File: config.mk
export PLATFORM = sky130hd
export DESIGN_NAME = ctp_prep
export DESIGN_NICKNAME = d
export VERILOG_FILES = /design/src/hw/rtl/cartesian_to_polar_quadrant_defines.svh /design/src/hw/rtl/ctp_pkg.sv /design/src/hw/rtl/ctp_prep.sv
export SDC_FILE = /design/constraint.sdc
export NUM_CORES = 1
export LEC_CHECK = 0
export BUFFER_PORTS_ARGS = -buffer_cell sky130_fd_sc_hd__clkbuf_2
export CELL_PAD_IN_SITES_DETAIL_PLACEMENT = 1
export CELL_PAD_IN_SITES_GLOBAL_PLACEMENT = 1
export CORE_AREA = 2 2 231 233
export CTS_CLUSTER_SIZE = 12
export DETAILED_ROUTE_END_ITERATION = 6
export DIE_AREA = 0 0 233 235
export GPL_TIMING_DRIVEN = 1
export PLACE_DENSITY = 0.75
export SLEW_MARGIN = 30
export SYNTH_ARGS = -nofsm -noshare
export SYNTH_HDL_FRONTEND = slang
export SYNTH_SLANG_ARGS = --single-unit
File: constraint.sdc
create_clock -name clk_i -period 14.5 [get_ports clk_i]
set_input_delay 1.45 -clock clk_i [delete_from_list [all_inputs] [get_ports clk_i]]
set_output_delay 1.45 -clock clk_i [all_outputs]
set_load 0.05 [all_outputs]
File: src/hw/rtl/cartesian_to_polar_quadrant_defines.svh
// Assertion macros for the cartesian_to_polar_quadrant block.
// Included by the top level; needs no other file.
`ifndef CARTESIAN_TO_POLAR_QUADRANT_DEFINES_SVH
`define CARTESIAN_TO_POLAR_QUADRANT_DEFINES_SVH

// Property checked at every clock edge outside reset.
`define CTP_ASSERT(lbl, clk, rstn, prop, msg) \
  lbl: assert property (@(posedge clk) disable iff (!rstn) prop) else $error(msg);

// A condition in one cycle implies a property in the next cycle.
`define CTP_ASSERT_NEXT(lbl, clk, rstn, cond, prop, msg) \
  lbl: assert property (@(posedge clk) disable iff (!rstn) (cond) |=> (prop)) \
    else $error(msg);

`endif

File: src/hw/rtl/ctp_pkg.sv
// Shared constants, types and tables of the cartesian to polar converter.
// Used by every RTL module of the block; depends on nothing.
`timescale 1ns / 1ps
`default_nettype none

package ctp_pkg;

  localparam int COORD_BITS     = 16;
  localparam int ROTATION_STEPS = 16;
  localparam int GUARD_BITS     = 16;
  localparam int DEG_FRAC       = 16;
  localparam int TAB_LEN        = 32;

  // One pipeline step serves one rotation and one root digit.
  localparam int NSTG = (ROTATION_STEPS > COORD_BITS) ? ROTATION_STEPS : COORD_BITS;

  localparam int SQW = 2 * COORD_BITS;               // sum of squares
  localparam int RMW = COORD_BITS + 2;               // root remainder
  localparam int CW  = COORD_BITS + GUARD_BITS + 3;  // rotation datapath, signed
  localparam int ZW  = DEG_FRAC + 9;                 // angle accumulator, signed
  localparam int TW  = DEG_FRAC + 7;                 // clamped angle, 0 .. 90 deg
  localparam int FW  = DEG_FRAC + 9;                 // folded angle, 0 .. 360 deg
  localparam int ATAN_W = ZW - 1;

  localparam int RADIUS_W = 16;
  localparam int ANGLE_W  = 17;
  localparam int RND_W    = COORD_BITS + 1;
  localparam int RND_EXT_W = (RND_W > RADIUS_W) ? RND_W : RADIUS_W + 1;

  localparam logic [RADIUS_W-1:0] RADIUS_MAX = '1;

  localparam logic [FW-1:0] DEG_90     = FW'(90 * (2 ** DEG_FRAC));
  localparam logic [FW-1:0] DEG_180    = FW'(180 * (2 ** DEG_FRAC));
  localparam logic [FW-1:0] DEG_360    = FW'(360 * (2 ** DEG_FRAC));
  localparam logic [FW-1:0] ROUND_BIAS = FW'(2 ** (DEG_FRAC - 9));

  localparam logic [ANGLE_W-1:0] ANGLE_0    = ANGLE_W'(0);
  localparam logic [ANGLE_W-1:0] ANGLE_90   = ANGLE_W'(90 * 256);
  localparam logic [ANGLE_W-1:0] ANGLE_180  = ANGLE_W'(180 * 256);
  localparam logic [ANGLE_W-1:0] ANGLE_270  = ANGLE_W'(270 * 256);
  localparam logic [ANGLE_W-1:0] ANGLE_FULL = ANGLE_W'(360 * 256);

  // round(atan(2^-i) * 180/pi * 2^16)
  localparam logic [ATAN_W-1:0] ATAN_TAB [TAB_LEN] = '{
    ATAN_W'(2949120), ATAN_W'(1740967), ATAN_W'(919879), ATAN_W'(466945),
    ATAN_W'(234379),  ATAN_W'(117304),  ATAN_W'(58666),  ATAN_W'(29335),
    ATAN_W'(14668),   ATAN_W'(7334),    ATAN_W'(3667),   ATAN_W'(1833),
    ATAN_W'(917),     ATAN_W'(458),     ATAN_W'(229),    ATAN_W'(115),
    ATAN_W'(57),      ATAN_W'(29),      ATAN_W'(14),     ATAN_W'(7),
    ATAN_W'(4),       ATAN_W'(2),       ATAN_W'(1),      ATAN_W'(0),
    ATAN_W'(0),       ATAN_W'(0),       ATAN_W'(0),      ATAN_W'(0),
    ATAN_W'(0),       ATAN_W'(0),       ATAN_W'(0),      ATAN_W'(0)
  };

  typedef enum logic [1:0] {
    QUAD_I   = 2'd0,
    QUAD_II  = 2'd1,
    QUAD_III = 2'd2,
    QUAD_IV  = 2'd3
  } quad_e;

  typedef enum logic [1:0] {
    DIR_POS_X = 2'd0,
    DIR_POS_Y = 2'd1,
    DIR_NEG_X = 2'd2,
    DIR_NEG_Y = 2'd3
  } dir_e;

  typedef struct packed {
    logic  valid;
    logic  origin;
    logic  axis;
    quad_e quad;
    dir_e  dir;
  } ctl_t;

  typedef struct packed {
    logic [RADIUS_W-1:0] radius;
    logic [ANGLE_W-1:0]  angle;
    quad_e               quad;
    logic                origin;
    logic                axis;
  } res_t;

endpackage

`default_nettype wire

File: src/hw/rtl/ctp_prep.sv
// Front end: classification, absolute values and sum of squares, three stages.
// Depends on ctp_pkg.
`timescale 1ns / 1ps
`default_nettype none

module ctp_prep import ctp_pkg::*; (
  input  wire logic                  clk_i,
  input  wire logic                  rst_ni,
  input  wire logic                  en_i,
  input  wire logic                  valid_i,
  input  wire logic [COORD_BITS-1:0] x_i,
  input  wire logic [COORD_BITS-1:0] y_i,
  output ctl_t                       ctl_o,
  output logic [COORD_BITS-1:0]      ax_o,
  output logic [COORD_BITS-1:0]      ay_o,
  output logic [SQW-1:0]             sum_o
);

  ctl_t                  ctl_a_d, ctl_a_q, ctl_b_q, ctl_c_q;
  logic [COORD_BITS-1:0] ax_a_d, ay_a_d, ax_a_q, ay_a_q, ax_b_q, ay_b_q, ax_c_q, ay_c_q;
  logic [SQW-1:0]        sqx_b_q, sqy_b_q, sum_c_q;
  logic                  x_zero, y_zero, x_neg, y_neg;

  always_comb begin
    x_zero = (x_i == '0);
    y_zero = (y_i == '0);
    x_neg  = x_i[COORD_BITS-1];
    y_neg  = y_i[COORD_BITS-1];
    ax_a_d = x_neg ? (~x_i + COORD_BITS'(1)) : x_i;
    ay_a_d = y_neg ? (~y_i + COORD_BITS'(1)) : y_i;

    ctl_a_d.valid  = valid_i;
    ctl_a_d.origin = x_zero && y_zero;
    ctl_a_d.axis   = x_zero ^ y_zero;
    if (y_zero) begin
      ctl_a_d.dir = x_neg ? DIR_NEG_X : DIR_POS_X;
    end else begin
      ctl_a_d.dir = y_neg ? DIR_NEG_Y : DIR_POS_Y;
    end
    if (x_zero || y_zero) begin
      ctl_a_d.quad = QUAD_I;
    end else if (!x_neg && !y_neg) begin
      ctl_a_d.quad = QUAD_I;
    end else if (x_neg && !y_neg) begin
      ctl_a_d.quad = QUAD_II;
    end else if (x_neg) begin
      ctl_a_d.quad = QUAD_III;
    end else begin
      ctl_a_d.quad = QUAD_IV;
    end
  end

  always_ff @(posedge clk_i or negedge rst_ni) begin
    if (!rst_ni) begin
      ctl_a_q <= '0;
      ctl_b_q <= '0;
      ctl_c_q <= '0;
    end else if (en_i) begin
      ctl_a_q <= ctl_a_d;
      ctl_b_q <= ctl_a_q;
      ctl_c_q <= ctl_b_q;
    end
  end

  always_ff @(posedge clk_i) begin
    if (en_i) begin
      ax_a_q  <= ax_a_d;
      ay_a_q  <= ay_a_d;
      ax_b_q  <= ax_a_q;
      ay_b_q  <= ay_a_q;
      sqx_b_q <= SQW'(ax_a_q) * SQW'(ax_a_q);
      sqy_b_q <= SQW'(ay_a_q) * SQW'(ay_a_q);
      ax_c_q  <= ax_b_q;
      ay_c_q  <= ay_b_q;
      sum_c_q <= sqx_b_q + sqy_b_q;
    end
  end

  assign ctl_o = ctl_c_q;
  assign ax_o  = ax_c_q;
  assign ay_o  = ay_c_q;
  assign sum_o = sum_c_q;

endmodule

`default_nettype wire

==> reports/metrics.csv <==
metric;value;unit
status;finished clean;
worst_slew_pin_slew;919;ps
wl;53500;um
antenna_found_initial;1;
clock_latency;570;ps
yosys_warnings;0;
die_x;233;um
cts_setup_buffers;0;
holdPathStages;0;
path_class;flop to flop;
vias;15800;
finalCritPeriodShare;0.467;
async_flop_share;0.100;
path_max_fanout;15;
cts_tree;yes;
fp.coreArea;52200;um2
skew;26.1;ps
reg2reg_depth;22;
drv_slew;0;
critPathMaxStageDelay;700;ps
slowest_stage;edfxtp_1;
synth_seq_cells;209;
synth_edf_count;188;
clk_path_buf_depth;3;
crit_chain;nand2_1, inv_1, fa_1, inv_1, fa_1, inv_1, fa_1, inv_1, fa_1, inv_1, fa_1, inv_1, fa_1, inv_1, ha_1, a21oi_1, o22ai_1, nor2_1, o21ai_0, o41ai_1, o21ai_0, xor2_1;
yosysSeqAreaShare;0.266;
final-hold-violation-count;0;
drt_first_pass_iters;5;
drc;0;
antenna_left;0;
wl_met1;22300;um
synth.distinct_cells;56;
layout.nets;2921;
dr_wl_met3;1780;um
rrSetupSlack;7730;ps
timing.rr.end;sqy_b_q[24];
dp_hpwl;43400;um
period_needed;6770;ps
slew_headroom;0.387;
maxCapViolCount;0;
routed_via_density;5.21;
cts.sinks;209;
synth_flop_cell;edfxtp_1;
grt_pass1_wl;89600;um
r2r_start;ay_a_q[8];
cts-root-buf;clkbuf_16;
numCtsBuffers;27;
wl_per_cell;17.7;um
drive_gt1_frac;0.0806;
cp-start-kind;flop;
crit_arrival;7060;ps
cts_resized;0;
h-tree-depth;1;
holdBufCountCts;0;
io_pins;107;
cp_num_buf_inv;7;
rows;84;
max_clock_freq;148;MHz
initial_core_util;0.445;
track_usage;0.203;
cp-end-kind;flop;
syn_avg_cell_area;10.3;um2
min_path_type;flop to flop;
overflow;0;
cts.clk_slew.worst_paths;60;ps
grt_max_degree;75;
fin_setup_tns;0;ps
grt_pass1_vias;18200;
die_area;54800;um2
fp.dieH;235;um
required;14800;ps
worstHoldStart;ay_b_q[12];
postSynthCellCount;2252;
finalSetupViolations;0;
wl_met2;28300;um
highest_layer;met4;
port_buffers;106;
dr.first_iter.drc_count;726;
cpMostUsedCell;inv_1;
gp_congestion;0.864;
syn_nets;2849;
path_delay_family;adder cells;
rsz0062_at_grt;false;
syn_area;23200;um2
antenna_cells;0;
area_growth;8.49;%
min_to;ay_o[12];
[cells in the mapped netlist (6+ instances only)]
cell type | number | share of area
a211o_1 | 6 | 0.0023
a211oi_1 | 8 | 0.0026
a21o_1 | 42 | 0.014
a21oi_1 | 92 | 0.020
a31oi_1 | 9 | 0.0024
and2_1 | 91 | 0.025
and3_1 | 9 | 0.0024
clkbuf_1 | 62 | 0.010
dfrtp_1 | 21 | 0.023
edfxtp_1 | 188 | 0.24
fa_1 | 324 | 0.28
ha_1 | 237 | 0.13
inv_1 | 523 | 0.085
mux2_2 | 21 | 0.010
nand2_1 | 190 | 0.031
nand2b_1 | 14 | 0.0038
nand3_1 | 20 | 0.0043
nand4_1 | 14 | 0.0038
nor2_1 | 70 | 0.011
nor2b_1 | 16 | 0.0043
nor3_1 | 9 | 0.0019
o21a_1 | 11 | 0.0036
o21ai_0 | 54 | 0.012
o21bai_1 | 10 | 0.0032
o31ai_1 | 8 | 0.0026
o41ai_1 | 6 | 0.0023
or2_2 | 8 | 0.0022
or3_1 | 7 | 0.0019
xnor2_1 | 92 | 0.035
xor2_1 | 27 | 0.010
[registers in the layout, summed over array words and instances (netlist names)]
signal,flops
ax_b_q,16
sqx_b_q,30
ctl_a_q,7
ctl_o,7
ay_a_q,16
sqy_b_q,30
ax_a_q,16
ax_o,16
ctl_b_q,7
ay_o,16
sum_o,32
ay_b_q,16
[cell families (layout without fill, tap and decap cells)]
family / Yosys count / after routing / synth area share
xor+xnor: 119 / 119 / 0.0449
compound gates: 288 / 288 / 0.0794
simple gates: 466 / 466 / 0.0979
fa+ha+maj: 561 / 561 / 0.407
buf+inv: 588 / 680 / 0.0951
mux: 21 / 21 / 0.0102
flops: 209 / 209 / 0.266
[routing by layer]
layer,vias to the layer above,track usage
met1,8180,0.249
met4,0,0.0527
met5,-,0
li1,7329,-
met2,219,0.375
met3,71,0.0246
[worst reg2reg max path, stage by stage (launching register included)]
cell      delay (ps)
edfxtp_1         700
nand2_1          250
inv_1             80
fa_1             540
inv_1             60
fa_1             530
inv_1             50
fa_1             500
inv_1             60
fa_1             530
inv_1             50
fa_1             480
inv_1             50
fa_1             470
inv_1             50
ha_1             320
a21oi_1          270
o22ai_1          130
nor2_1            90
o21ai_0          180
o41ai_1          700
o21ai_0          240
xor2_1           180
[through the flow]
step / area, um2 / hold WS (ps) / instances / util / setup slack (ps)
2_1_floorplan: 23200 / 400 / 2252 / - / 8500
3_3_place_gp: 24400 / 401 / 2983 / 0.467 / 7910
3_5_place_dp: 24400 / 406 / 2983 / 0.467 / 7780
4_1_cts: 25200 / 419 / 3032 / 0.482 / 7760
5_1_grt: 25200 / 423 / 3032 / 0.482 / 7350
6_report: 25200 / 417 / 3032 / 0.482 / 7730
[area by class of cell]
cell class | count | area (um2)
fill | 5807 | 27000
multi-input combinational | 1455 | 14800
sequential | 209 | 6170
inverter | 523 | 1960
tap | 688 | 861
clock buffer | 33 | 698
timing repair buffer | 108 | 556
clock inverter | 16 | 105
[placed cells by master, fill, tap and decap left out, drive strengths merged, types with 8 or more instances in the layout]
cell type	count
nand2b	14
o31ai	8
nand3	20
nor2	70
mux2	21
and2	91
xnor2	92
and3	9
clkinv	10
xor2	27
or2	8
inv	527
a211oi	8
fa	324
nand4	14
o21ai	54
a21o	42
nor3	10
o21a	11
a21oi	94
nand2	190
dfrtp	21
ha	237
o21bai	10
nor2b	16
a31oi	9
clkbuf	138
edfxtp	188
[worst max-delay path by stage]
stage	startpoint	endpoint	slack, ps	cells past startpoint
final	ay_a_q[8]	sqy_b_q[24]	7730	22
after global routing	ax_a_q[9]	sqx_b_q[30]	7350	22
after floorplan	ax_a_q[9]	sqx_b_q[31]	8500	23
after global placement	ax_a_q[9]	sqx_b_q[31]	7910	22
after CTS	ay_a_q[8]	sqy_b_q[24]	7760	22
after detailed placement	ay_a_q[8]	sqy_b_q[24]	7780	22
Power is not shown: default switching activity piles up to over one toggle a cycle in this logic, so the estimate is an artifact.
