==> src/hw/rtl/cartesian_to_polar_quadrant_defines.svh <==
// Assertion macros for the cartesian_to_polar_quadrant block.
// Included by the top level; needs no other file.
`ifndef CARTESIAN_TO_POLAR_QUADRANT_DEFINES_SVH
`define CARTESIAN_TO_POLAR_QUADRANT_DEFINES_SVH

// Property checked at every clock edge outside reset.
`define CTP_ASSERT(lbl, clk, rstn, prop, msg) \
  lbl: assert property (@(posedge clk) disable iff (!rstn) prop) else $error(msg);

// A condition in one cycle implies a property in the next cycle.
`define CTP_ASSERT_NEXT(lbl, clk, rstn, cond, prop, msg) \
  lbl: assert property (@(posedge clk) disable iff (!rstn) (cond) |=> (prop)) \
    else $error(msg);

`endif

==> src/hw/rtl/ctp_pkg.sv <==
// Shared constants, types and tables of the cartesian to polar converter.
// Used by every RTL module of the block; depends on nothing.
`timescale 1ns / 1ps
`default_nettype none

package ctp_pkg;

  localparam int COORD_BITS     = 16;
  localparam int ROTATION_STEPS = 16;
  localparam int GUARD_BITS     = 16;
  localparam int DEG_FRAC       = 16;
  localparam int TAB_LEN        = 32;

  // One pipeline step serves one rotation and one root digit.
  localparam int NSTG = (ROTATION_STEPS > COORD_BITS) ? ROTATION_STEPS : COORD_BITS;

  localparam int SQW = 2 * COORD_BITS;               // sum of squares
  localparam int RMW = COORD_BITS + 2;               // root remainder
  localparam int CW  = COORD_BITS + GUARD_BITS + 3;  // rotation datapath, signed
  localparam int ZW  = DEG_FRAC + 9;                 // angle accumulator, signed
  localparam int TW  = DEG_FRAC + 7;                 // clamped angle, 0 .. 90 deg
  localparam int FW  = DEG_FRAC + 9;                 // folded angle, 0 .. 360 deg
  localparam int ATAN_W = ZW - 1;

  localparam int RADIUS_W = 16;
  localparam int ANGLE_W  = 17;
  localparam int RND_W    = COORD_BITS + 1;
  localparam int RND_EXT_W = (RND_W > RADIUS_W) ? RND_W : RADIUS_W + 1;

  localparam logic [RADIUS_W-1:0] RADIUS_MAX = '1;

  localparam logic [FW-1:0] DEG_90     = FW'(90 * (2 ** DEG_FRAC));
  localparam logic [FW-1:0] DEG_180    = FW'(180 * (2 ** DEG_FRAC));
  localparam logic [FW-1:0] DEG_360    = FW'(360 * (2 ** DEG_FRAC));
  localparam logic [FW-1:0] ROUND_BIAS = FW'(2 ** (DEG_FRAC - 9));

  localparam logic [ANGLE_W-1:0] ANGLE_0    = ANGLE_W'(0);
  localparam logic [ANGLE_W-1:0] ANGLE_90   = ANGLE_W'(90 * 256);
  localparam logic [ANGLE_W-1:0] ANGLE_180  = ANGLE_W'(180 * 256);
  localparam logic [ANGLE_W-1:0] ANGLE_270  = ANGLE_W'(270 * 256);
  localparam logic [ANGLE_W-1:0] ANGLE_FULL = ANGLE_W'(360 * 256);

  // round(atan(2^-i) * 180/pi * 2^16)
  localparam logic [ATAN_W-1:0] ATAN_TAB [TAB_LEN] = '{
    ATAN_W'(2949120), ATAN_W'(1740967), ATAN_W'(919879), ATAN_W'(466945),
    ATAN_W'(234379),  ATAN_W'(117304),  ATAN_W'(58666),  ATAN_W'(29335),
    ATAN_W'(14668),   ATAN_W'(7334),    ATAN_W'(3667),   ATAN_W'(1833),
    ATAN_W'(917),     ATAN_W'(458),     ATAN_W'(229),    ATAN_W'(115),
    ATAN_W'(57),      ATAN_W'(29),      ATAN_W'(14),     ATAN_W'(7),
    ATAN_W'(4),       ATAN_W'(2),       ATAN_W'(1),      ATAN_W'(0),
    ATAN_W'(0),       ATAN_W'(0),       ATAN_W'(0),      ATAN_W'(0),
    ATAN_W'(0),       ATAN_W'(0),       ATAN_W'(0),      ATAN_W'(0)
  };

  typedef enum logic [1:0] {
    QUAD_I   = 2'd0,
    QUAD_II  = 2'd1,
    QUAD_III = 2'd2,
    QUAD_IV  = 2'd3
  } quad_e;

  typedef enum logic [1:0] {
    DIR_POS_X = 2'd0,
    DIR_POS_Y = 2'd1,
    DIR_NEG_X = 2'd2,
    DIR_NEG_Y = 2'd3
  } dir_e;

  typedef struct packed {
    logic  valid;
    logic  origin;
    logic  axis;
    quad_e quad;
    dir_e  dir;
  } ctl_t;

  typedef struct packed {
    logic [RADIUS_W-1:0] radius;
    logic [ANGLE_W-1:0]  angle;
    quad_e               quad;
    logic                origin;
    logic                axis;
  } res_t;

endpackage

`default_nettype wire

==> src/hw/rtl/ctp_iter.sv <==
// Iteration pipeline: one vectoring rotation and one square root digit a stage.
// Depends on ctp_pkg.
`timescale 1ns / 1ps
`default_nettype none

module ctp_iter import ctp_pkg::*; (
  input  wire logic                  clk_i,
  input  wire logic                  rst_ni,
  input  wire logic                  en_i,
  input  wire ctl_t                  ctl_i,
  input  wire logic [COORD_BITS-1:0] ax_i,
  input  wire logic [COORD_BITS-1:0] ay_i,
  input  wire logic [SQW-1:0]        sum_i,
  output ctl_t                       ctl_o,
  output logic signed [ZW-1:0]       z_o,
  output logic [COORD_BITS-1:0]      root_o,
  output logic [RMW-1:0]             rem_o
);

  ctl_t                  ctl_q  [NSTG];
  logic signed [CW-1:0]  cx_q   [NSTG];
  logic signed [CW-1:0]  cy_q   [NSTG];
  logic signed [ZW-1:0]  z_q    [NSTG];
  logic [SQW-1:0]        n_q    [NSTG];
  logic [COORD_BITS-1:0] root_q [NSTG];
  logic [RMW-1:0]        rem_q  [NSTG];

  logic signed [CW-1:0] cx_init, cy_init;

  assign cx_init = $signed(CW'({ax_i, {GUARD_BITS{1'b0}}}));
  assign cy_init = $signed(CW'({ay_i, {GUARD_BITS{1'b0}}}));

  for (genvar k = 0; k < NSTG; k++) begin : g_stage
    ctl_t                  ctl_p;
    logic signed [CW-1:0]  cx_p, cy_p, cx_d, cy_d;
    logic signed [ZW-1:0]  z_p, z_d;
    logic [SQW-1:0]        n_p, n_d;
    logic [COORD_BITS-1:0] root_p, root_d;
    logic [RMW-1:0]        rem_p, rem_d;

    if (k == 0) begin : g_first
      assign ctl_p  = ctl_i;
      assign cx_p   = cx_init;
      assign cy_p   = cy_init;
      assign z_p    = '0;
      assign n_p    = sum_i;
      assign root_p = '0;
      assign rem_p  = '0;
    end else begin : g_next
      assign ctl_p  = ctl_q[k-1];
      assign cx_p   = cx_q[k-1];
      assign cy_p   = cy_q[k-1];
      assign z_p    = z_q[k-1];
      assign n_p    = n_q[k-1];
      assign root_p = root_q[k-1];
      assign rem_p  = rem_q[k-1];
    end

    if (k < ROTATION_STEPS) begin : g_rot
      logic signed [ZW-1:0] step_z;
      assign step_z = $signed({1'b0, ATAN_TAB[k]});
      // Rotate toward the x axis; the sign of y picks the direction.
      always_comb begin
        if (!cy_p[CW-1]) begin
          cx_d = cx_p + (cy_p >>> k);
          cy_d = cy_p - (cx_p >>> k);
          z_d  = z_p + step_z;
        end else begin
          cx_d = cx_p - (cy_p >>> k);
          cy_d = cy_p + (cx_p >>> k);
          z_d  = z_p - step_z;
        end
      end
    end else begin : g_rot_idle
      assign cx_d = cx_p;
      assign cy_d = cy_p;
      assign z_d  = z_p;
    end

    if (k < COORD_BITS) begin : g_root
      logic [RMW-1:0] rem_cat, trial;
      // Restoring square root: two radicand bits enter per digit.
      always_comb begin
        rem_cat = {rem_p[RMW-3:0], n_p[SQW-1 -: 2]};
        trial   = {root_p, 2'b01};
        n_d     = n_p << 2;
        if (rem_cat >= trial) begin
          rem_d  = rem_cat - trial;
          root_d = {root_p[COORD_BITS-2:0], 1'b1};
        end else begin
          rem_d  = rem_cat;
          root_d = {root_p[COORD_BITS-2:0], 1'b0};
        end
      end
    end else begin : g_root_idle
      assign n_d    = n_p;
      assign rem_d  = rem_p;
      assign root_d = root_p;
    end

    always_ff @(posedge clk_i or negedge rst_ni) begin
      if (!rst_ni) begin
        ctl_q[k] <= '0;
      end else if (en_i) begin
        ctl_q[k] <= ctl_p;
      end
    end

    always_ff @(posedge clk_i) begin
      if (en_i) begin
        cx_q[k]   <= cx_d;
        cy_q[k]   <= cy_d;
        z_q[k]    <= z_d;
        n_q[k]    <= n_d;
        root_q[k] <= root_d;
        rem_q[k]  <= rem_d;
      end
    end
  end

  assign ctl_o  = ctl_q[NSTG-1];
  assign z_o    = z_q[NSTG-1];
  assign root_o = root_q[NSTG-1];
  assign rem_o  = rem_q[NSTG-1];

endmodule

`default_nettype wire

==> config.mk <==
export PLATFORM = sky130hd
export DESIGN_NAME = ctp_iter
export DESIGN_NICKNAME = d
export VERILOG_FILES = /design/src/hw/rtl/cartesian_to_polar_quadrant_defines.svh /design/src/hw/rtl/ctp_pkg.sv /design/src/hw/rtl/ctp_iter.sv
export SDC_FILE = /design/constraint.sdc
export NUM_CORES = 2
export LEC_CHECK = 0
export BUFFER_PORTS_ARGS = -buffer_cell sky130_fd_sc_hd__buf_2
export CAP_MARGIN = 25
export CORE_ASPECT_RATIO = 1.5
export CORE_MARGIN = 10
export CORE_UTILIZATION = 64
export DETAILED_ROUTE_END_ITERATION = 6
export PLACE_DENSITY_LB_ADDON = 0.3
export RECOVER_POWER = 25
export SLEW_MARGIN = 0
export SYNTH_ARGS = -nofsm -noshare
export SYNTH_HDL_FRONTEND = slang
export SYNTH_SLANG_ARGS = --single-unit
==> constraint.sdc <==
create_clock -name clk_i -period 10.6 [get_ports clk_i]
set_input_delay 1.06 -clock clk_i [delete_from_list [all_inputs] [get_ports clk_i]]
set_output_delay 1.06 -clock clk_i [all_outputs]
set_load 0.1 [all_outputs]
==> results.md <==
- Largest net degree at the start of global routing: 183
- CP peak stage delay: 2.21 ns
- Placed instance count: 15500
- Total grt overflow: 0
- Final cell count without fillers: 15800
- I/O Pins: 140
- Starting DRC count in detailed routing: 7164
- Die X: 390 µm
- Ys flop type: edfxtp_1
- Core area: 0.204 mm²
- Total length of routed wires: 369000 µm
- Cts bufs inserted: 188
- Layout cells sized above 1: 5.45%
- Slew Viols, Final: 808
- Final hold viol count: 0
- Post-CTS Setup Inserts: 0
- Slew @ Worst Pin: 7.09 ns
- Worst Path Buf+Inv: 2
- Post-synth EDFFs: 1791
- Slowest cell on crit path: clkbuf_1
- CP Class: reg2reg
- Synth Cell Area: 0.132 mm²
- All-Layer GR Usage: 32.0%
- H-Tree Depth: 4
- Die area: 0.224 mm²
- Rows: 203
- Area leader, netlist: edfxtp_1
- Design area: 0.142 mm²
- DRC viols: 1
- Max Root-Sink Buffers: 4
- CP Launch Type: flop
- Hold_buf cts: 0
- Final min period: 7.46 ns
- Synth area leaders: edfxtp_1, ha_1, xnor2_1, a21oi_1, xor2_1
- Clk_lat worst skew: 0.89 ns
- Routed vias: 99400
- Worst hold path class: in2reg
- Setup ws final: 3.14 ns
- Clk pin slew, worst setup/hold paths: 0.06 ns
- F_max: 0.134 GHz
- Ys Warns: 0
- Cells after synthesis: 12800
- Failing checks: DRC, capacitance limit, slew limit
- Antenna-violating nets left: 0
- Setup crit end kind: flop
- First-pass GRT wire length: 564000 µm
- Skew final: 0.0805 ns
- Tcrit/Tclk final: 70.3%
- Starting Density: 64.4%
- IO buf count: 138
- Post-synthesis sequential area ratio: 43.0%
- Setup-failing EPs final: 0
- Clk sinks: 1903
- Synth async-reset ratio: 5.89%
- Post-synth cell types: 95
- Setup TNS: 0 ns
- Clk root buf: clkbuf_16
- Crit path arrival time: 8.05 ns
- Avg Inst Size Synth: 10.3 µm²
- WL/cell: 23.3 µm
- Vias in the first global route: 102000
- Top cells by count, synth: edfxtp_1, ha_1, nor2_1, a21oi_1, xnor2_1
- Max-cap violation count: 14
- Post_cts resized: 0
- Critical Path, Cell by Cell: clkbuf_1 -> inv_1 -> and2_1 -> xnor2_1 -> ha_1 -> nand2_1 -> or4_1 -> a2111oi_0 -> o31ai_1 -> o21ai_1 -> a31o_2 -> a211o_1 -> o31ai_1 -> xnor2_1
- Placed Instance Area: 0.136 mm²
- Crit path max-delay family: buffers and inverters
- CP required: 11.19 ns
- Final Net Count: 14400
- CTS tree: yes
- Die outline height: 575 µm
- Pre-CTS setup slack: 4.72 ns
- Critical-path maximum fanout: 64
- HPWL after DPL: 286000 µm
- Yosys reg bits: 1903
- Post-synth top area share: 40.9%
- Vias per inst: 6.28
- Top-count cell post-synth: edfxtp_1
- Max-Slew Margin vs Limit: -373%
- Area delta synth->final: 7.79%
- Outcome: finished, violations left
- Initial antenna violation count: 12
- Drt pass-1 iters: 7
- Final Wtd Congestion: 1.15
- RSZ-0062 raised after global routing: false
## registers in the layout (all words and copies together), names as in the netlist
name    cells
ctl_o       7
ctl_q     105
cx_q      413
cy_q      422
n_q       240
rem_q     242
root_q    136
z_q       338
## path summary, 6_finish.rpt
path                              startpoint            to  slack [ns]  depth (start not counted)
max in group asynchronous             rst_ni     ctl_q[43]        5.38                          2
worst max-delay path            cy_q[1][104]  cx_q[1][138]        3.14                         14
worst max register to register  cy_q[1][104]  cx_q[1][138]        3.14                         14
worst min register to register   n_q[1][117]   n_q[1][149]        0.41                          0
worst min-delay path               sum_i[27]    n_q[0][27]        0.35                          1
min in group asynchronous             rst_ni      ctl_o[1]        0.77                          1
## cells by family after synthesis
kind of cell               count (synthesis)  share of synthesized area, %
other                                      1                       0.00285
buffers and inverters                    807                          2.33
and+or+nand+nor                         3517                          12.9
AOI/OAI and AO/OA                       3289                          15.7
xor gates and xnor gates                1728                          11.5
adders and majority gates               1354                          13.1
DFF                                     1903                          43.0
muxes                                    178                          1.51
## worst reg2reg max path, stage by stage, from the launching register on
cell and delay (ns):
edfxtp_1 0.31, clkbuf_1 2.21, inv_1 1.23, and2_1 0.45
xnor2_1 0.13, ha_1 0.40, nand2_1 0.10, or4_1 0.51
a2111oi_0 0.57, o31ai_1 0.32, o21ai_1 0.35, a31o_2 0.27
a211o_1 0.17, o31ai_1 0.08, xnor2_1 0.13
## layout by cell type (no fill, tap or decap), types with 156 or more instances in the layout
master     count
nand3_1      201
nor2_1      1209
ha_1        1323
o21a_1       186
nor2b_1      182
a21oi_1     1202
clkbuf_16    194
o21ai_0      527
xnor2_1     1091
xor2_1       637
nand2b_1     225
edfxtp_1    1791
nor3_1       338
a21o_1       495
mux2_2       156
nand2_1      670
inv_1        619
## metrics by stage
stage	hold slack [ns]	utilization, %
2_1_floorplan	0.400	-
3_3_place_gp	0.400	66.4
3_5_place_dp	0.405	66.4
4_1_cts	0.129	69.5
5_1_grt	0.304	69.4
6_report	0.347	69.4
## metal layers
layer	vias up	GRT usage [%]	share of wire [%]
li1	47400	-	-
met1	47000	27.7	31
met2	3379	60.9	53
met3	1530	5.05	4.5
met4	8	30.9	12
met5	-	0	0.018
## final cells by class
class / count / area (µm²)
multi-input combinational: 10100 / 71900
tap: 2665 / 3330
timing repair buffer: 207 / 1240
clock buffer: 225 / 5000
fill: 14700 / 62400
inverter: 625 / 2350
antenna: 11 / 27.5
sequential: 1903 / 56600
clock inverter: 113 / 1320
Power is not shown: default switching activity piles up to over one toggle a cycle in this logic, so the estimate is an artifact.
