==> config.mk <==
export PLATFORM = sky130hd
export DESIGN_NAME = ctp_out
export DESIGN_NICKNAME = d
export VERILOG_FILES = /design/src/hw/rtl/cartesian_to_polar_quadrant_defines.svh /design/src/hw/rtl/ctp_pkg.sv /design/src/hw/rtl/ctp_out.sv
export SDC_FILE = /design/constraint.sdc
export NUM_CORES = 1
export LEC_CHECK = 0
export ABC_CLOCK_PERIOD_IN_PS = 6200
export CAP_MARGIN = 40
export CORE_UTILIZATION = 50
export DETAILED_ROUTE_END_ITERATION = 6
export DONT_BUFFER_PORTS = 1
export HOLD_SLACK_MARGIN = 0.06
export PLACE_DENSITY = 0.64
export SETUP_SLACK_MARGIN = 0.5
export SLEW_MARGIN = 30
export SYNTH_ARGS = -nofsm -noshare
export SYNTH_HDL_FRONTEND = slang
export SYNTH_SLANG_ARGS = --single-unit
==> constraint.sdc <==
create_clock -name clk_i -period 6.2 [get_ports clk_i]
set_input_delay 0 -clock clk_i [delete_from_list [all_inputs] [get_ports clk_i]]
set_output_delay 0 -clock clk_i [all_outputs]
set_load 0.02 [all_outputs]
==> src/hw/rtl/cartesian_to_polar_quadrant_defines.svh <==
// Assertion macros for the cartesian_to_polar_quadrant block.
// Included by the top level; needs no other file.
`ifndef CARTESIAN_TO_POLAR_QUADRANT_DEFINES_SVH
`define CARTESIAN_TO_POLAR_QUADRANT_DEFINES_SVH

// Property checked at every clock edge outside reset.
`define CTP_ASSERT(lbl, clk, rstn, prop, msg) \
  lbl: assert property (@(posedge clk) disable iff (!rstn) prop) else $error(msg);

// A condition in one cycle implies a property in the next cycle.
`define CTP_ASSERT_NEXT(lbl, clk, rstn, cond, prop, msg) \
  lbl: assert property (@(posedge clk) disable iff (!rstn) (cond) |=> (prop)) \
    else $error(msg);

`endif

==> src/hw/rtl/ctp_pkg.sv <==
// Shared constants, types and tables of the cartesian to polar converter.
// Used by every RTL module of the block; depends on nothing.
`timescale 1ns / 1ps
`default_nettype none

package ctp_pkg;

  localparam int COORD_BITS     = 16;
  localparam int ROTATION_STEPS = 16;
  localparam int GUARD_BITS     = 16;
  localparam int DEG_FRAC       = 16;
  localparam int TAB_LEN        = 32;

  // One pipeline step serves one rotation and one root digit.
  localparam int NSTG = (ROTATION_STEPS > COORD_BITS) ? ROTATION_STEPS : COORD_BITS;

  localparam int SQW = 2 * COORD_BITS;               // sum of squares
  localparam int RMW = COORD_BITS + 2;               // root remainder
  localparam int CW  = COORD_BITS + GUARD_BITS + 3;  // rotation datapath, signed
  localparam int ZW  = DEG_FRAC + 9;                 // angle accumulator, signed
  localparam int TW  = DEG_FRAC + 7;                 // clamped angle, 0 .. 90 deg
  localparam int FW  = DEG_FRAC + 9;                 // folded angle, 0 .. 360 deg
  localparam int ATAN_W = ZW - 1;

  localparam int RADIUS_W = 16;
  localparam int ANGLE_W  = 17;
  localparam int RND_W    = COORD_BITS + 1;
  localparam int RND_EXT_W = (RND_W > RADIUS_W) ? RND_W : RADIUS_W + 1;

  localparam logic [RADIUS_W-1:0] RADIUS_MAX = '1;

  localparam logic [FW-1:0] DEG_90     = FW'(90 * (2 ** DEG_FRAC));
  localparam logic [FW-1:0] DEG_180    = FW'(180 * (2 ** DEG_FRAC));
  localparam logic [FW-1:0] DEG_360    = FW'(360 * (2 ** DEG_FRAC));
  localparam logic [FW-1:0] ROUND_BIAS = FW'(2 ** (DEG_FRAC - 9));

  localparam logic [ANGLE_W-1:0] ANGLE_0    = ANGLE_W'(0);
  localparam logic [ANGLE_W-1:0] ANGLE_90   = ANGLE_W'(90 * 256);
  localparam logic [ANGLE_W-1:0] ANGLE_180  = ANGLE_W'(180 * 256);
  localparam logic [ANGLE_W-1:0] ANGLE_270  = ANGLE_W'(270 * 256);
  localparam logic [ANGLE_W-1:0] ANGLE_FULL = ANGLE_W'(360 * 256);

  // round(atan(2^-i) * 180/pi * 2^16)
  localparam logic [ATAN_W-1:0] ATAN_TAB [TAB_LEN] = '{
    ATAN_W'(2949120), ATAN_W'(1740967), ATAN_W'(919879), ATAN_W'(466945),
    ATAN_W'(234379),  ATAN_W'(117304),  ATAN_W'(58666),  ATAN_W'(29335),
    ATAN_W'(14668),   ATAN_W'(7334),    ATAN_W'(3667),   ATAN_W'(1833),
    ATAN_W'(917),     ATAN_W'(458),     ATAN_W'(229),    ATAN_W'(115),
    ATAN_W'(57),      ATAN_W'(29),      ATAN_W'(14),     ATAN_W'(7),
    ATAN_W'(4),       ATAN_W'(2),       ATAN_W'(1),      ATAN_W'(0),
    ATAN_W'(0),       ATAN_W'(0),       ATAN_W'(0),      ATAN_W'(0),
    ATAN_W'(0),       ATAN_W'(0),       ATAN_W'(0),      ATAN_W'(0)
  };

  typedef enum logic [1:0] {
    QUAD_I   = 2'd0,
    QUAD_II  = 2'd1,
    QUAD_III = 2'd2,
    QUAD_IV  = 2'd3
  } quad_e;

  typedef enum logic [1:0] {
    DIR_POS_X = 2'd0,
    DIR_POS_Y = 2'd1,
    DIR_NEG_X = 2'd2,
    DIR_NEG_Y = 2'd3
  } dir_e;

  typedef struct packed {
    logic  valid;
    logic  origin;
    logic  axis;
    quad_e quad;
    dir_e  dir;
  } ctl_t;

  typedef struct packed {
    logic [RADIUS_W-1:0] radius;
    logic [ANGLE_W-1:0]  angle;
    quad_e               quad;
    logic                origin;
    logic                axis;
  } res_t;

endpackage

`default_nettype wire

==> src/hw/rtl/ctp_out.sv <==
// Back end: clamp and root rounding, quadrant fold, output register and skid.
// Depends on ctp_pkg.
`timescale 1ns / 1ps
`default_nettype none

module ctp_out import ctp_pkg::*; (
  input  wire logic                  clk_i,
  input  wire logic                  rst_ni,
  input  wire ctl_t                  ctl_i,
  input  wire logic signed [ZW-1:0]  z_i,
  input  wire logic [COORD_BITS-1:0] root_i,
  input  wire logic [RMW-1:0]        rem_i,
  input  wire logic                  out_ready_i,
  output logic                       en_o,
  output logic                       out_valid_o,
  output res_t                       res_o
);

  ctl_t                ctl_f_q;
  logic [TW-1:0]       t_d, t_f_q;
  logic [RADIUS_W-1:0] radius_d, radius_f_q;
  logic                round_up;
  logic [RND_W-1:0]    rnd;
  logic [RND_EXT_W-1:0] rnd_ext;

  logic [FW-1:0]       t_ext, full, biased;
  logic [ANGLE_W-1:0]  angle_fold;
  res_t                res_d;

  logic out_valid_d, out_valid_q, skid_valid_d, skid_valid_q;
  logic load_out, load_skid, from_skid;
  res_t out_d, out_q, skid_q;

  assign en_o = !skid_valid_q;

  // Clamp the accumulated angle and round the root to nearest.
  always_comb begin
    if (z_i[ZW-1]) begin
      t_d = '0;
    end else if (z_i > $signed(DEG_90)) begin
      t_d = DEG_90[TW-1:0];
    end else begin
      t_d = z_i[TW-1:0];
    end
    round_up = (rem_i > RMW'(root_i));
    rnd      = RND_W'(root_i) + RND_W'(round_up);
    rnd_ext  = RND_EXT_W'(rnd);
    radius_d = (rnd_ext > RND_EXT_W'(RADIUS_MAX)) ? RADIUS_MAX : rnd_ext[RADIUS_W-1:0];
  end

  always_ff @(posedge clk_i or negedge rst_ni) begin
    if (!rst_ni) begin
      ctl_f_q <= '0;
    end else if (en_o) begin
      ctl_f_q <= ctl_i;
    end
  end

  always_ff @(posedge clk_i) begin
    if (en_o) begin
      t_f_q      <= t_d;
      radius_f_q <= radius_d;
    end
  end

  // Fold the first-quadrant angle into the full circle.
  always_comb begin
    t_ext = FW'(t_f_q);
    case (ctl_f_q.quad)
      QUAD_I:   full = t_ext;
      QUAD_II:  full = DEG_180 - t_ext;
      QUAD_III: full = DEG_180 + t_ext;
      QUAD_IV:  full = DEG_360 - t_ext;
      default:  full = t_ext;
    endcase
    biased     = full + ROUND_BIAS;
    angle_fold = biased[FW-1 -: ANGLE_W];
    if (angle_fold >= ANGLE_FULL) begin
      angle_fold = ANGLE_0;
    end

    res_d.radius = radius_f_q;
    res_d.quad   = ctl_f_q.quad;
    res_d.origin = ctl_f_q.origin;
    res_d.axis   = ctl_f_q.axis;
    if (ctl_f_q.origin) begin
      res_d.angle = ANGLE_0;
    end else if (ctl_f_q.axis) begin
      case (ctl_f_q.dir)
        DIR_POS_X: res_d.angle = ANGLE_0;
        DIR_POS_Y: res_d.angle = ANGLE_90;
        DIR_NEG_X: res_d.angle = ANGLE_180;
        DIR_NEG_Y: res_d.angle = ANGLE_270;
        default:   res_d.angle = ANGLE_0;
      endcase
    end else begin
      res_d.angle = angle_fold;
    end
  end

  // Output register with a one-entry skid behind it.
  always_comb begin
    out_valid_d  = out_valid_q;
    skid_valid_d = skid_valid_q;
    load_out     = 1'b0;
    load_skid    = 1'b0;
    from_skid    = 1'b0;
    if (out_valid_q && out_ready_i) begin
      if (skid_valid_q) begin
        from_skid    = 1'b1;
        load_out     = 1'b1;
        skid_valid_d = 1'b0;
      end else begin
        out_valid_d = ctl_f_q.valid;
        load_out    = 1'b1;
      end
    end else if (!out_valid_q) begin
      out_valid_d = ctl_f_q.valid;
      load_out    = 1'b1;
    end else if (ctl_f_q.valid && en_o) begin
      skid_valid_d = 1'b1;
      load_skid    = 1'b1;
    end
    out_d = from_skid ? skid_q : res_d;
  end

  always_ff @(posedge clk_i or negedge rst_ni) begin
    if (!rst_ni) begin
      out_valid_q  <= 1'b0;
      skid_valid_q <= 1'b0;
    end else begin
      out_valid_q  <= out_valid_d;
      skid_valid_q <= skid_valid_d;
    end
  end

  always_ff @(posedge clk_i) begin
    if (load_out) begin
      out_q <= out_d;
    end
    if (load_skid) begin
      skid_q <= res_d;
    end
  end

  assign out_valid_o = out_valid_q;
  assign res_o       = out_q;

endmodule

`default_nettype wire

==> impl_metrics.prom <==
# TYPE chip_impl_metric gauge
chip_impl_metric{name="depth_of_the_worst_register_to_register_path",unit=""} 14
chip_impl_metric{name="fillerInstances",unit=""} 1117
chip_impl_metric{name="detailroute.wirelength.met3",unit="um"} 821
chip_impl_metric{name="slew_viol_final",unit=""} 0
chip_impl_metric{name="totalNegativeSetupSlack",unit="ns"} 0
chip_impl_metric{name="die_y",unit="um"} 122
chip_impl_info{name="crit-reg2reg-capture",value="res_o[7]"} 1
chip_impl_metric{name="postLayoutCoreUtil",unit="%"} 61.0
chip_impl_metric{name="timing.slew.headroom",unit="%"} 47.7
chip_impl_metric{name="period_minus_ws_final",unit="ns"} 4.52
chip_impl_metric{name="place_hpwl",unit="mm"} 11.4
chip_impl_info{name="synth_top_cells_by_area",value="sky130_fd_sc_hd__edfxtp_1, sky130_fd_sc_hd__nand2_1, sky130_fd_sc_hd__ha_1"} 1
chip_impl_metric{name="synth_async_sr_flop_share",unit="%"} 7.38
chip_impl_metric{name="synthesis.area_per_instance",unit="um2"} 10.5
chip_impl_metric{name="place.gp.congestion",unit=""} 0.864
chip_impl_metric{name="cts.clk_slew.worst_paths",unit="ns"} 0.06
chip_impl_info{name="critical_path.most_common_cell",value="sky130_fd_sc_hd__nand2_1"} 1
chip_impl_info{name="start_kind",value="flop"} 1
chip_impl_info{name="worst_hold_startpoint",value="root_i[5]"} 1
chip_impl_metric{name="io-pin-count",unit=""} 108
chip_impl_metric{name="portBuffers",unit=""} 0
chip_impl_info{name="synth_commonest_cells",value="sky130_fd_sc_hd__edfxtp_1, sky130_fd_sc_hd__nand2_1, sky130_fd_sc_hd__o21ai_0"} 1
chip_impl_metric{name="cts.htree.levels",unit=""} 4
chip_impl_info{name="yosysMostFrequentCell",value="sky130_fd_sc_hd__edfxtp_1"} 1
chip_impl_info{name="ys_dominant_reg_cell",value="sky130_fd_sc_hd__edfxtp_1"} 1
chip_impl_metric{name="grt_overflow",unit=""} 0
chip_impl_metric{name="arrival",unit="ns"} 4.67
chip_impl_metric{name="grt_pass1_wl",unit="mm"} 26.1
chip_impl_metric{name="switching_power_share_of_the_total",unit="%"} 40.8
chip_impl_info{name="slowest_stage",value="sky130_fd_sc_hd__nor4_1"} 1
chip_impl_metric{name="core_region_area",unit="um2"} 14000
chip_impl_metric{name="antenna_violations_before_repair",unit=""} 1
chip_impl_metric{name="worst_clock_skew",unit="ns"} 0.0108
chip_impl_metric{name="routed_met2_length",unit="mm"} 7.71
chip_impl_metric{name="ys_ff_latch",unit=""} 122
chip_impl_metric{name="postRouteWirelength",unit="mm"} 16.7
chip_impl_metric{name="vdd_drop_max",unit="uV"} 292
chip_impl_metric{name="drive_gt1_share",unit="%"} 10.5
chip_impl_metric{name="synth_top_area_share",unit="%"} 46.8
chip_impl_info{name="worst_path_dominant_cell_family",value="simple AND/OR/NAND/NOR gates"} 1
chip_impl_metric{name="synth_enable_flop_cells",unit=""} 113
chip_impl_metric{name="relative_contribution_of_combinational_cells_to_total_power",unit="%"} 35.3
chip_impl_metric{name="finish.cell_count_without_fillers",unit=""} 935
chip_impl_metric{name="power.density_cell_area",unit="nW/um2"} 495
chip_impl_metric{name="routed_wire_length_per_instance",unit="um"} 17.9
chip_impl_metric{name="clock_sinks",unit=""} 122
chip_impl_metric{name="power.leakage",unit="nW"} 3.28
chip_impl_metric{name="post-route-drc-count",unit=""} 0
chip_impl_metric{name="timing.critical_path.required",unit="ns"} 6.35
chip_impl_metric{name="syn_area",unit="um2"} 7260
chip_impl_metric{name="internal_power",unit="mW"} 2.51
chip_impl_metric{name="setup_slack",unit="ns"} 1.68
chip_impl_metric{name="final_hold_viol_count",unit=""} 0
chip_impl_info{name="timing.critical_path.cells",value="nor4_1 -> nand2_1 -> nand2_1 -> xnor2_1 -> ha_1 -> nand2_1 -> nor4_1 -> o32ai_2 -> nor3_4 -> o211ai_4 -> nor4b_2 -> nor2_4 -> a31oi_4 -> o31ai_1"} 1
chip_impl_metric{name="cpPeakStageDelay",unit="ns"} 0.60
chip_impl_metric{name="smallest_hold_slack",unit="ns"} 0.0949
chip_impl_info{name="setup.worst_path.class",value="flop to flop"} 1
chip_impl_metric{name="dp.cells",unit=""} 845
chip_impl_metric{name="synth-seq-area-share",unit="%"} 49.9
chip_impl_metric{name="wirelength_met1",unit="mm"} 7.84
chip_impl_metric{name="n_antenna_cell",unit=""} 0
chip_impl_metric{name="power_frac_clock",unit="%"} 23.2
chip_impl_info{name="timing.hold.worst.class",value="input pin to flop"} 1
chip_impl_metric{name="grt_start_max_net_pins",unit=""} 52
chip_impl_metric{name="die-width",unit="um"} 122
chip_impl_metric{name="grtUsageTotal",unit="%"} 22.9
chip_impl_metric{name="vias",unit=""} 5480
chip_impl_metric{name="worst_hold_path.num_cells",unit=""} 3
chip_impl_metric{name="rows",unit=""} 43
chip_impl_info{name="timing.rr.start",value="t_f_q[7]"} 1
chip_impl_metric{name="die_area",unit="um2"} 15000
chip_impl_metric{name="timing.fmax",unit="MHz"} 221
chip_impl_info{name="min_to",value="radius_f_q[6]"} 1
chip_impl_info{name="yosys.area.top_type",value="sky130_fd_sc_hd__edfxtp_1"} 1
chip_impl_info{name="cts-root-buf",value="sky130_fd_sc_hd__clkbuf_16"} 1
chip_impl_metric{name="r2r_slack",unit="ns"} 1.68
chip_impl_metric{name="critical_path_buf_inv_count",unit=""} 0
chip_impl_metric{name="synth.distinct_cells",unit=""} 82
chip_impl_metric{name="first_global_vias",unit=""} 5271
chip_impl_metric{name="post_synth_inst_count",unit=""} 692
chip_impl_metric{name="areaGrowthSynthToFinish",unit="%"} 18.1
chip_impl_metric{name="drt_iter0_drc",unit=""} 456
chip_impl_metric{name="syn_nets",unit=""} 790
chip_impl_metric{name="clock_path_buffers",unit=""} 2
chip_impl_metric{name="warning_count_from_the_yosys_run",unit=""} 0
chip_impl_metric{name="final.period_utilization",unit="%"} 73.0
chip_impl_metric{name="switching_power",unit="mW"} 1.73
chip_impl_metric{name="floorplan.initialDensity",unit="%"} 51.7
chip_impl_metric{name="tritoncts.num_buffers",unit=""} 17
chip_impl_metric{name="number_of_nets_with_antenna_violations_after_routing",unit=""} 0
chip_impl_info{name="grt_setup_unrepaired",value="false"} 1
chip_impl_metric{name="worst-slew-pin-transition",unit="ns"} 0.776
chip_impl_metric{name="layout.nets",unit=""} 840
chip_impl_metric{name="drv.max_cap_violation_count",unit=""} 0
chip_impl_metric{name="clkLatencyLatePin",unit="ns"} 0.42
chip_impl_metric{name="path_max_fanout",unit=""} 18
chip_impl_metric{name="register_area",unit="um2"} 3620
chip_impl_metric{name="pre_cts_slack",unit="ns"} 1.78
chip_impl_metric{name="final-setup-viol-count",unit=""} 0
chip_impl_metric{name="p_seq_share",unit="%"} 41.5
chip_impl_metric{name="routed_via_density",unit=""} 5.86
chip_impl_info{name="run_status",value="completed"} 1
chip_impl_metric{name="multiInputGateArea",unit="um2"} 3360
chip_impl_metric{name="post-cts-setup-buffers",unit=""} 0
chip_impl_info{name="cts_tree",value="done"} 1
chip_impl_info{name="highest-signal-layer",value="met5"} 1
chip_impl_metric{name="firstDrtPassIters",unit=""} 7
chip_impl_info{name="cp-end-kind",value="flop"} 1
==> cell usage in the layout (no fill, tap or decap), types with 6 or more instances in the layout <==
master                            n
sky130_fd_sc_hd__dlygate4sd3_1   57
sky130_fd_sc_hd__nor3_1          16
sky130_fd_sc_hd__and2_1          25
sky130_fd_sc_hd__nand4_1          9
sky130_fd_sc_hd__and3_1           9
sky130_fd_sc_hd__ha_1            29
sky130_fd_sc_hd__o21ai_0         40
sky130_fd_sc_hd__edfxtp_1       113
sky130_fd_sc_hd__o31ai_1         12
sky130_fd_sc_hd__dfrtp_1          9
sky130_fd_sc_hd__inv_6            6
sky130_fd_sc_hd__nor2b_1          9
sky130_fd_sc_hd__a21oi_1         35
sky130_fd_sc_hd__nand3_1         17
sky130_fd_sc_hd__nand2b_1         8
sky130_fd_sc_hd__xnor2_1         26
sky130_fd_sc_hd__mux2_2           8
sky130_fd_sc_hd__nor2_1          31
sky130_fd_sc_hd__nor4_1          13
sky130_fd_sc_hd__nand2_1        103
sky130_fd_sc_hd__clkbuf_16       17
sky130_fd_sc_hd__o211ai_1         6
sky130_fd_sc_hd__inv_1           37
==> flip-flops by register name, summed over array words and instances, names as in the netlist <==
register      cells
ctl_f_q           7
out_valid_o       1
radius_f_q       16
res_o            37
skid_q           37
skid_valid_q      1
t_f_q            23
==> final cells by class <==
cell class / count / share of cell area (%)
inverter: 38 / 1.66
timing repair buffer: 64 / 7.46
tap: 180 / 2.63
clock buffer: 17 / 4.96
multi-input combinational: 499 / 39.2
clock inverter: 15 / 1.88
sequential: 122 / 42.2
==> tightest hold or removal path, stage by stage <==
cell and delay (ns):
sky130_fd_sc_hd__and3_1 0.23, sky130_fd_sc_hd__xnor2_1 0.10, sky130_fd_sc_hd__nand2_1 0.07
==> power groups by stage <==
stage	clock network (mW)	registers [mW]	logic, mW
floorplan	0	1.61	1.25
global placement	0	1.76	1.42
finish	0.982	1.76	1.50
CTS	0.995	1.76	1.50
detailed placement	0	1.77	1.46
global route	1.03	1.80	1.67
==> worst max path at each step <==
stage          cells past startpoint  slack (ns)         from         to
2_1_floorplan                      2        1.47  out_valid_o  skid_q[0]
6_report                          14        1.68     t_f_q[7]   res_o[7]
4_1_cts                           14        1.70     t_f_q[7]   res_o[7]
3_5_place_dp                      14        1.78     t_f_q[7]   res_o[7]
3_3_place_gp                      13        2.00     t_f_q[5]   res_o[5]
5_1_grt                           14        1.24     t_f_q[7]  res_o[11]
==> repair_timing <==
action / in CTS / in global routing
hold buffers: 56 / 1
setup endpoints to repair: 0 / 0
resized for setup: 0 / 0
endpoints found under the hold margin: 57 / 4
==> metal layers <==
| layer | vias to the layer above | GRT usage (%) |
|---|---|---|
| li1 | 2668 | - |
| met1 | 2590 | 30.4 |
| met2 | 190 | 35.7 |
| met3 | 30 | 6.13 |
| met4 | 2 | 8.92 |
| met5 | - | 0 |
==> cells by family (layout without fill, tap and decap cells) <==
group / after synthesis / after routing / synth area share (%)
and+or+nand+nor: 276 / 276 / 20.1
xor gates and xnor gates: 29 / 29 / 3.50
buffers and inverters: 71 / 134 / 3.96
muxes: 10 / 10 / 1.52
DFF: 122 / 122 / 49.9
AOI/OAI and AO/OA: 155 / 155 / 16.0
adders and majority gates: 29 / 29 / 5.00
==> stage by stage <==
step           instance area, um2  power [mW]
4_1_cts                      8550        4.25
2_1_floorplan                7260        2.87
6_report                     8570        4.24
3_3_place_gp                 7380        3.18
5_1_grt                      8570        4.51
3_5_place_dp                 7410        3.23
(Power assumes the default switching activity.)
